==> src/rtl/core/amvf_pkg.sv <==
// Shared types and constants of the ADC medoid voltage filter.
package amvf_pkg;

  // Field widths.
  localparam int SAMPLE_W = 12;
  localparam int SCALE_W  = 10;
  localparam int PROD_W   = SAMPLE_W + SCALE_W;

  // Stream data widths, rounded up to whole bytes.
  localparam int IN_TDATA_W  = 16;
  localparam int OUT_TDATA_W = 24;

  // Full-scale voltage after reset, in hundredths of a volt.
  localparam logic [SCALE_W-1:0] SCALE_RESET = 10'd660;

  // Commands from the controller to the datapath.
  typedef struct packed {
    logic start;  // rewind the search counters
    logic wr;     // store the incoming sample
    logic rd;     // read the pivot and the partner entry
    logic acc;    // add one absolute difference to the running sum
    logic cmp;    // close a row and keep the best candidate
    logic mul;    // scale the chosen sample
    logic load;   // move the result into the output register
  } amvf_cmd_t;

  // Status from the datapath to the controller.
  typedef struct packed {
    logic fill_last;  // the next sample completes the window
    logic k_last;     // partner index is at the last entry
    logic p_last;     // pivot index is at the last entry
    logic out_free;   // the output register can take a result this cycle
  } amvf_sts_t;

endpackage

==> src/rtl/core/amvf_ctrl.sv <==
// Controller state machine that sequences filling, medoid search and output.
module amvf_ctrl
  import amvf_pkg::*;
(
  input  logic      clk,
  input  logic      rst_n,
  input  logic      in_tvalid,
  output logic      in_tready,
  input  amvf_sts_t sts,
  output amvf_cmd_t cmd
);

  typedef enum logic [2:0] {
    ST_IDLE,
    ST_RD,
    ST_ACC,
    ST_CMP,
    ST_MUL,
    ST_LOAD
  } state_t;

  state_t state_r;
  state_t state_nxt;

  // Samples are taken only while no search is running.
  assign in_tready = (state_r == ST_IDLE);

  // Next state and command decode.
  always_comb begin
    state_nxt = state_r;
    cmd       = '0;
    unique case (state_r)
      ST_IDLE: begin
        if (in_tvalid) begin
          cmd.wr = 1'b1;
          if (sts.fill_last) begin
            cmd.start = 1'b1;
            state_nxt = ST_RD;
          end
        end
      end
      ST_RD: begin
        cmd.rd    = 1'b1;
        state_nxt = ST_ACC;
      end
      ST_ACC: begin
        cmd.acc   = 1'b1;
        state_nxt = sts.k_last ? ST_CMP : ST_RD;
      end
      ST_CMP: begin
        cmd.cmp   = 1'b1;
        state_nxt = sts.p_last ? ST_MUL : ST_RD;
      end
      ST_MUL: begin
        cmd.mul   = 1'b1;
        state_nxt = ST_LOAD;
      end
      ST_LOAD: begin
        if (sts.out_free) begin
          cmd.load  = 1'b1;
          state_nxt = ST_IDLE;
        end
      end
      default: state_nxt = ST_IDLE;
    endcase
  end

  // State register.
  always_ff @(posedge clk) begin
    if (!rst_n) begin
      state_r <= ST_IDLE;
    end else begin
      state_r <= state_nxt;
    end
  end

endmodule

==> src/rtl/core/amvf_dp.sv <==
// Datapath: window memory, distance accumulator, best tracker, scaler, output register.
module amvf_dp
  import amvf_pkg::*;
#(
  parameter int WINDOW = 4
) (
  input  logic                   clk,
  input  logic                   rst_n,
  input  amvf_cmd_t              cmd,
  output amvf_sts_t              sts,
  input  logic [SAMPLE_W-1:0]    in_sample,
  input  logic                   cfg_wr_en,
  input  logic [SCALE_W-1:0]     cfg_wr_data,
  output logic                   out_valid,
  input  logic                   out_ready,
  output logic [SAMPLE_W-1:0]    out_chosen_sample,
  output logic [SCALE_W-1:0]     out_voltage_centivolts
);

  localparam int IDX_W = $clog2(WINDOW);
  localparam int SUM_W = SAMPLE_W + IDX_W;
  localparam logic [IDX_W-1:0] IDX_LAST = IDX_W'(WINDOW - 1);
  localparam logic [IDX_W-1:0] IDX_ONE  = IDX_W'(1);

  logic [SAMPLE_W-1:0] mem_r [WINDOW];
  logic [IDX_W-1:0]    fill_r;
  logic [IDX_W-1:0]    p_r;
  logic [IDX_W-1:0]    k_r;
  logic [SAMPLE_W-1:0] rd_a_r;
  logic [SAMPLE_W-1:0] rd_b_r;
  logic [SUM_W-1:0]    sum_r;
  logic [SUM_W-1:0]    sum_nxt;
  logic [SUM_W-1:0]    best_sum_r;
  logic [SAMPLE_W-1:0] best_val_r;
  logic [PROD_W-1:0]   prod_r;
  logic [SCALE_W-1:0]  scale_r;
  logic [SAMPLE_W-1:0] diff;
  logic                out_valid_r;
  logic [SAMPLE_W-1:0] out_sample_r;
  logic [SCALE_W-1:0]  out_volt_r;

  // Status toward the controller.
  assign sts.fill_last = (fill_r == IDX_LAST);
  assign sts.k_last    = (k_r == IDX_LAST);
  assign sts.p_last    = (p_r == IDX_LAST);
  assign sts.out_free  = !out_valid_r || out_ready;

  // Absolute difference of the two registered entries and the running sum.
  assign diff    = (rd_a_r > rd_b_r) ? (rd_a_r - rd_b_r) : (rd_b_r - rd_a_r);
  assign sum_nxt = sum_r + SUM_W'(diff);

  // Window memory: one write port, two registered read ports.
  always_ff @(posedge clk) begin
    if (cmd.wr) begin
      mem_r[fill_r] <= in_sample;
    end
    if (cmd.rd) begin
      rd_a_r <= mem_r[p_r];
      rd_b_r <= mem_r[k_r];
    end
  end

  // Fill count and search indexes.
  always_ff @(posedge clk) begin
    if (!rst_n) begin
      fill_r <= '0;
      p_r    <= '0;
      k_r    <= '0;
    end else begin
      if (cmd.wr) begin
        fill_r <= sts.fill_last ? '0 : fill_r + IDX_ONE;
      end
      if (cmd.start) begin
        p_r <= '0;
        k_r <= '0;
      end else begin
        if (cmd.acc) begin
          k_r <= sts.k_last ? '0 : k_r + IDX_ONE;
        end
        if (cmd.cmp) begin
          p_r <= sts.p_last ? '0 : p_r + IDX_ONE;
        end
      end
    end
  end

  // Distance accumulation and best candidate; a tie keeps the earlier entry.
  always_ff @(posedge clk) begin
    if (cmd.start || cmd.cmp) begin
      sum_r <= '0;
    end else if (cmd.acc) begin
      sum_r <= sum_nxt;
    end
    if (cmd.cmp && ((p_r == '0) || (sum_r < best_sum_r))) begin
      best_sum_r <= sum_r;
      best_val_r <= rd_a_r;
    end
    if (cmd.mul) begin
      prod_r <= PROD_W'(best_val_r) * PROD_W'(scale_r);
    end
  end

  // Full-scale register.
  always_ff @(posedge clk) begin
    if (!rst_n) begin
      scale_r <= SCALE_RESET;
    end else if (cfg_wr_en) begin
      scale_r <= cfg_wr_data;
    end
  end

  // Output register; it holds a result until the transaction completes.
  always_ff @(posedge clk) begin
    if (!rst_n) begin
      out_valid_r <= 1'b0;
    end else if (cmd.load) begin
      out_valid_r <= 1'b1;
    end else if (out_ready) begin
      out_valid_r <= 1'b0;
    end
  end

  always_ff @(posedge clk) begin
    if (cmd.load) begin
      out_sample_r <= best_val_r;
      out_volt_r   <= prod_r[PROD_W-1:SAMPLE_W];
    end
  end

  assign out_valid              = out_valid_r;
  assign out_chosen_sample      = out_sample_r;
  assign out_voltage_centivolts = out_volt_r;

  // A row closes only after the partner index has wrapped.
  a_cmp_after_wrap: assert property (@(posedge clk) disable iff (!rst_n)
    cmd.cmp |-> (k_r == '0))
    else $error("row closed before all partners were summed");

  // Each accumulation uses data read in the cycle before.
  a_acc_after_rd: assert property (@(posedge clk) disable iff (!rst_n)
    cmd.acc |-> $past(cmd.rd))
    else $error("accumulate without a preceding read");

  // A new result never overwrites one still waiting.
  a_load_free: assert property (@(posedge clk) disable iff (!rst_n)
    cmd.load |-> (!out_valid_r || out_ready))
    else $error("result loaded over a pending result");

endmodule

==> src/rtl/core/adc_medoid_voltage_filter.sv <==
// Top level of the ADC medoid voltage filter.
//
// Samples are accepted one per cycle while a window of WINDOW entries fills.
// The sample that completes the window starts the medoid search: a read
// and an accumulate step for each pair of entries, a compare step per row,
// then a scale step and a load step that waits for a free output register;
// no sample is accepted during it. The search is paced by the single
// subtract-accumulate unit, each difference fed by its own pair of memory
// reads. A finished result waits in the output register while the next
// window fills. The voltage is floor(chosen_sample * full_scale / 4096),
// with full scale set through the configuration port (660 after reset).
module adc_medoid_voltage_filter
  import amvf_pkg::*;
#(
  parameter int WINDOW = 4
) (
  input  logic                   clk,
  input  logic                   rst_n,
  // Input stream; tdata: sample [11:0], zeros above.
  input  logic                   in_tvalid,
  output logic                   in_tready,
  input  logic [IN_TDATA_W-1:0]  in_tdata,
  // Result stream; tdata: chosen_sample [11:0], voltage_centivolts [21:12], zeros above.
  output logic                   out_tvalid,
  input  logic                   out_tready,
  output logic [OUT_TDATA_W-1:0] out_tdata,
  // Full-scale register write.
  input  logic                   cfg_wr_en,
  input  logic [SCALE_W-1:0]     cfg_wr_data
);

  amvf_cmd_t           cmd;
  amvf_sts_t           sts;
  logic [SAMPLE_W-1:0] chosen_sample;
  logic [SCALE_W-1:0]  voltage_centivolts;

  // Sequencing.
  amvf_ctrl u_ctrl (
    .clk       (clk),
    .rst_n     (rst_n),
    .in_tvalid (in_tvalid),
    .in_tready (in_tready),
    .sts       (sts),
    .cmd       (cmd)
  );

  // Storage and arithmetic.
  amvf_dp #(
    .WINDOW (WINDOW)
  ) u_dp (
    .clk                    (clk),
    .rst_n                  (rst_n),
    .cmd                    (cmd),
    .sts                    (sts),
    .in_sample              (in_tdata[SAMPLE_W-1:0]),
    .cfg_wr_en              (cfg_wr_en),
    .cfg_wr_data            (cfg_wr_data),
    .out_valid              (out_tvalid),
    .out_ready              (out_tready),
    .out_chosen_sample      (chosen_sample),
    .out_voltage_centivolts (voltage_centivolts)
  );

  // Pack the result fields.
  assign out_tdata = {(OUT_TDATA_W - PROD_W)'(0), voltage_centivolts, chosen_sample};

  // The transaction that completes a window starts the search at once.
  a_search_starts: assert property (@(posedge clk) disable iff (!rst_n)
    (in_tvalid && in_tready && sts.fill_last) |=> !in_tready)
    else $error("search did not start after the window completed");

  // Samples are stored only while no search is running.
  a_wr_idle: assert property (@(posedge clk) disable iff (!rst_n)
    cmd.wr |-> !(cmd.rd || cmd.acc || cmd.cmp || cmd.mul || cmd.load))
    else $error("sample written during the search");

  // A result appears only after a load.
  a_valid_from_load: assert property (@(posedge clk) disable iff (!rst_n)
    $rose(out_tvalid) |-> $past(cmd.load))
    else $error("result valid without a load");

endmodule

==> config.mk <==
export PLATFORM = sky130hd
export DESIGN_NAME = adc_medoid_voltage_filter
export DESIGN_NICKNAME = d
export VERILOG_FILES = /design/src/rtl/core/amvf_pkg.sv /design/src/rtl/core/amvf_ctrl.sv /design/src/rtl/core/amvf_dp.sv /design/src/rtl/core/adc_medoid_voltage_filter.sv
export SDC_FILE = /design/constraint.sdc
export NUM_CORES = 1
export LEC_CHECK = 0
export BUFFER_PORTS_ARGS = -buffer_cell sky130_fd_sc_hd__buf_2
export CAP_MARGIN = 15
export CORE_MARGIN = 2
export CORE_UTILIZATION = 40
export DETAILED_ROUTE_END_ITERATION = 8
export GPL_TIMING_DRIVEN = 0
export SLEW_MARGIN = 20
export SYNTH_ARGS = -nofsm -noshare
export SYNTH_HDL_FRONTEND = slang
export SYNTH_SLANG_ARGS = --single-unit
export TNS_END_PERCENT = 30
==> constraint.sdc <==
create_clock -name clk -period 9.1 [get_ports clk]
set_input_delay 0.91 -clock clk [delete_from_list [all_inputs] [get_ports clk]]
set_output_delay 0.91 -clock clk [all_outputs]
set_load 0.01 [all_outputs]
==> summary.md <==
| Metric | Value |
|---|---|
| Status | finished, final reports clean |
| Fin. Hold Viols | 0 |
| CTS tree | done |
| Max transition margin | 40.7% |
| Fin crit share | 64.8% |
| FF-to-FF path depth | 18 |
| Clk_lat worst skew | 430 ps |
| Min-Delay Endpoint | u_dp.out_voltage_centivolts[9] |
| YS warnings | 0 |
| Largest net degree at the start of global routing | 23 |
| Setup bufs post-CTS | 0 |
| Post-synth cell types | 62 |
| Clock root buffer | clkbuf_16 |
| Final Net Count | 1,282 |
| CTS H-Tree Depth | 4 |
| Post-DP HPWL | 17.9 mm |
| Final TNS setup | 0 ps |
| Top-area cell type share of the netlist area | 34.2% |
| Slew @ Worst Pin | 890 ps |
| Synth top area cells | edfxtp_1 34%, fa_1 14%, ha_1 12% |
| Max-Cap Viols | 0 |
| Post-cts resize count | 0 |
| DRT iter0 DRCs | 490 |
| Num CTS Buffers | 17 |
| Die Footprint | 29,900 µm² |
| Clk sinks | 164 |
| Simple-gate portion of the synthesized area | 11.5% |
| Setup Viol. Count Final | 0 |
| Routed WL per cell | 16.0 µm |
| Data arrival, critical path | 6070 ps |
| Vias | 7,176 |
| First-pass GRT wire length | 37.5 mm |
| RR Startpoint | u_dp.best_val_r[7] |
| Reg2reg end | u_dp.prod_r[21] |
| Crit. End Element | register |
| Final core occ | 45.9% |
| Core Rows | 61 |
| Total GRT Usage | 15.8% |
| Area delta synth->final | 12.3% |
| Skew final | 17.6 ps |
| Cell area after synthesis | 11,400 µm² |
| Initial antenna violation count | 0 |
| Synthesized flop and latch total | 164 |
| R2R setup slack | 3210 ps |
| Post-synthesis cell count | 988 |
| Element type at the critical path start | register |
| Core area | 27,900 µm² |
| First-pass DRT Iterations | 5 |
| Fmax | 170 MHz |
| Power Density | 186 nW/µm² |
| Number of flops mapped to enable cells by yosys | 130 |
| Worst min path class | reg2reg |
| Mux share of post-synthesis cell area | 6.37% |
| Largest family of logic cells by synthesized area | adder cells |
| Overflow after GRT | 0 |
| Synth Area in XOR/XNOR | 2.00% |
| Fin. max-slew vios | 0 |
| Average cell area after synthesis | 11.5 µm² |
| Vias per inst | 4.94 |
| Final ANT Viol Nets | 0 |
| Post-synthesis compound-gate area fraction | 8.14% |
| Cell taking the most area after synthesis | edfxtp_1 |
| Starting Density | 40.8% |
| WP data required | 9270 ps |
| Prevailing post-synth register cell | edfxtp_1 |
| Sequential fraction of the synthesis area | 40.2% |
| Clock Path Buffers | 2 |
| WL final | 23.2 mm |
| Worst hold path cell count | 0 |
| Maximum vdd drop | 0.109 mV |
| LEAKAGE | 5.49 nW |
| Final Wtd Congestion | 0.848 |
| Vias in the first global route | 7,220 |
| IO buf count | 49 |
| Ports | 57 |
| Adder-Cell Fraction of Synth Area | 26.1% |
| Min cycle time layout | 5890 ps |
| Reg clk slew, reported paths | 70 ps |
| Hold_sp | u_dp.prod_r[21] |
| RSZ-0062 raised after global routing | no |
| Remaining DRCs | 0 |
| Crit Path Class | reg2reg |
| Layout cells sized above 1 | 12.3% |
| Die Height | 173 µm |
| Hold-fix buffers, CTS | 0 |
| Die W | 173 µm |
| Critical Path Fanout Max | 10 |
| FFs w/ async S/R, synth | 0% |
| Antenna cells | 0 |
==> routing by layer <==
metal / wire (µm) / part of all wire (%) / GRT usage (%)
met3: 820 / 3.5 / 2.24
met5: 0 / 0 / 0
met2: 11100 / 48 / 26.5
met4: 278 / 1.2 / 3.95
met1: 10900 / 47 / 21.8
==> cell usage after synthesis (15+ instances only) <==
master / n
fa_1: 80
o21ai_0: 16
mux2i_1: 16
mux4_2: 24
nand2_1: 87
inv_1: 122
nor2_1: 40
edfxtp_1: 130
ha_1: 110
a21o_1: 15
clkbuf_1: 31
and2_1: 75
xnor2_1: 17
a21oi_1: 49
dfxtp_1: 34
==> critical path, cell delays in order (launching register included) <==
cell,delay (ps)
edfxtp_1,430
clkbuf_1,440
nand2_1,150
fa_1,550
inv_1,50
fa_1,560
fa_1,460
fa_1,540
inv_1,50
fa_1,520
inv_1,40
ha_1,300
a21oi_1,300
a21boi_1,280
o21ai_1,170
and3_1,220
a21oi_1,220
nor3_1,90
a221o_1,260
==> sequential cells by signal (all words and copies together) (netlist names) <==
register / cells
u_ctrl.state_r: 3
u_dp.best_sum_r: 14
u_dp.best_val_r: 12
u_dp.fill_r: 2
u_dp.k_r: 2
u_dp.mem_r: 48
u_dp.out_chosen_sample: 12
u_dp.out_valid: 1
u_dp.out_voltage_centivolts: 10
u_dp.p_r: 2
u_dp.prod_r: 10
u_dp.rd_a_r: 12
u_dp.rd_b_r: 12
u_dp.scale_r: 10
u_dp.sum_r: 14
==> area by class of cell <==
cell class,instances,area (µm²)
flip-flops and latches,164,4580
clock buffers,17,425
plain buffers,41,186
repair buffers,53,308
multi-input cells,662,6210
well taps,378,473
inverters,122,458
clock inverters,15,163
fillers,2590,15100
==> stage by stage <==
stage,instances,hold WS (ps),power (mW),area [µm²],setup slack [ps]
4_1_cts,1452,420,2.41,12800,3230
3_3_place_gp,1416,400,1.66,12100,3270
2_1_floorplan,989,400,1.52,11400,3900
6_report,1452,419,2.38,12800,3210
3_5_place_dp,1420,405,1.68,12200,3220
5_1_grt,1452,425,2.56,12800,2860
==> placed cells by master, fill, tap and decap left out, drive strengths merged, types with 17 or more instances in the layout <==
cell type and count:
nand2 88, and2 75, ha 110, fa 80, inv 130, o21ai 20, mux4 24, buf 63
nor2 40, dfxtp 34, edfxtp 130, xnor2 17, clkbuf 48, a21oi 49
==> power breakdown <==
group          switching, mW  total [mW]  internal [mW]  leakage [nW]
sequential            0.0482       0.929          0.881          1.46
combinational          0.398       0.733          0.334          3.75
clock                  0.350       0.719          0.369         0.284
==> worst max-delay path by stage <==
stage,start,end,slack [ps],depth (start not counted)
6_report,u_dp.best_val_r[7],u_dp.prod_r[21],3210,18
5_1_grt,u_dp.best_val_r[7],u_dp.prod_r[21],2860,18
4_1_cts,u_dp.scale_r[3],u_dp.prod_r[21],3230,18
3_5_place_dp,u_dp.scale_r[3],u_dp.prod_r[21],3220,18
3_3_place_gp,u_dp.best_val_r[7],u_dp.prod_r[21],3270,18
2_1_floorplan,u_dp.scale_r[3],u_dp.prod_r[20],3900,18
==> cells by family after synthesis <==
logic type      Yosys count
simple gates            260
xor+xnor                 26
flops                   164
fa+ha+maj               190
other cells               1
mux                      42
compound gates          142
buf+inv                 163
Note: power is estimated with default switching activity, not from simulation.
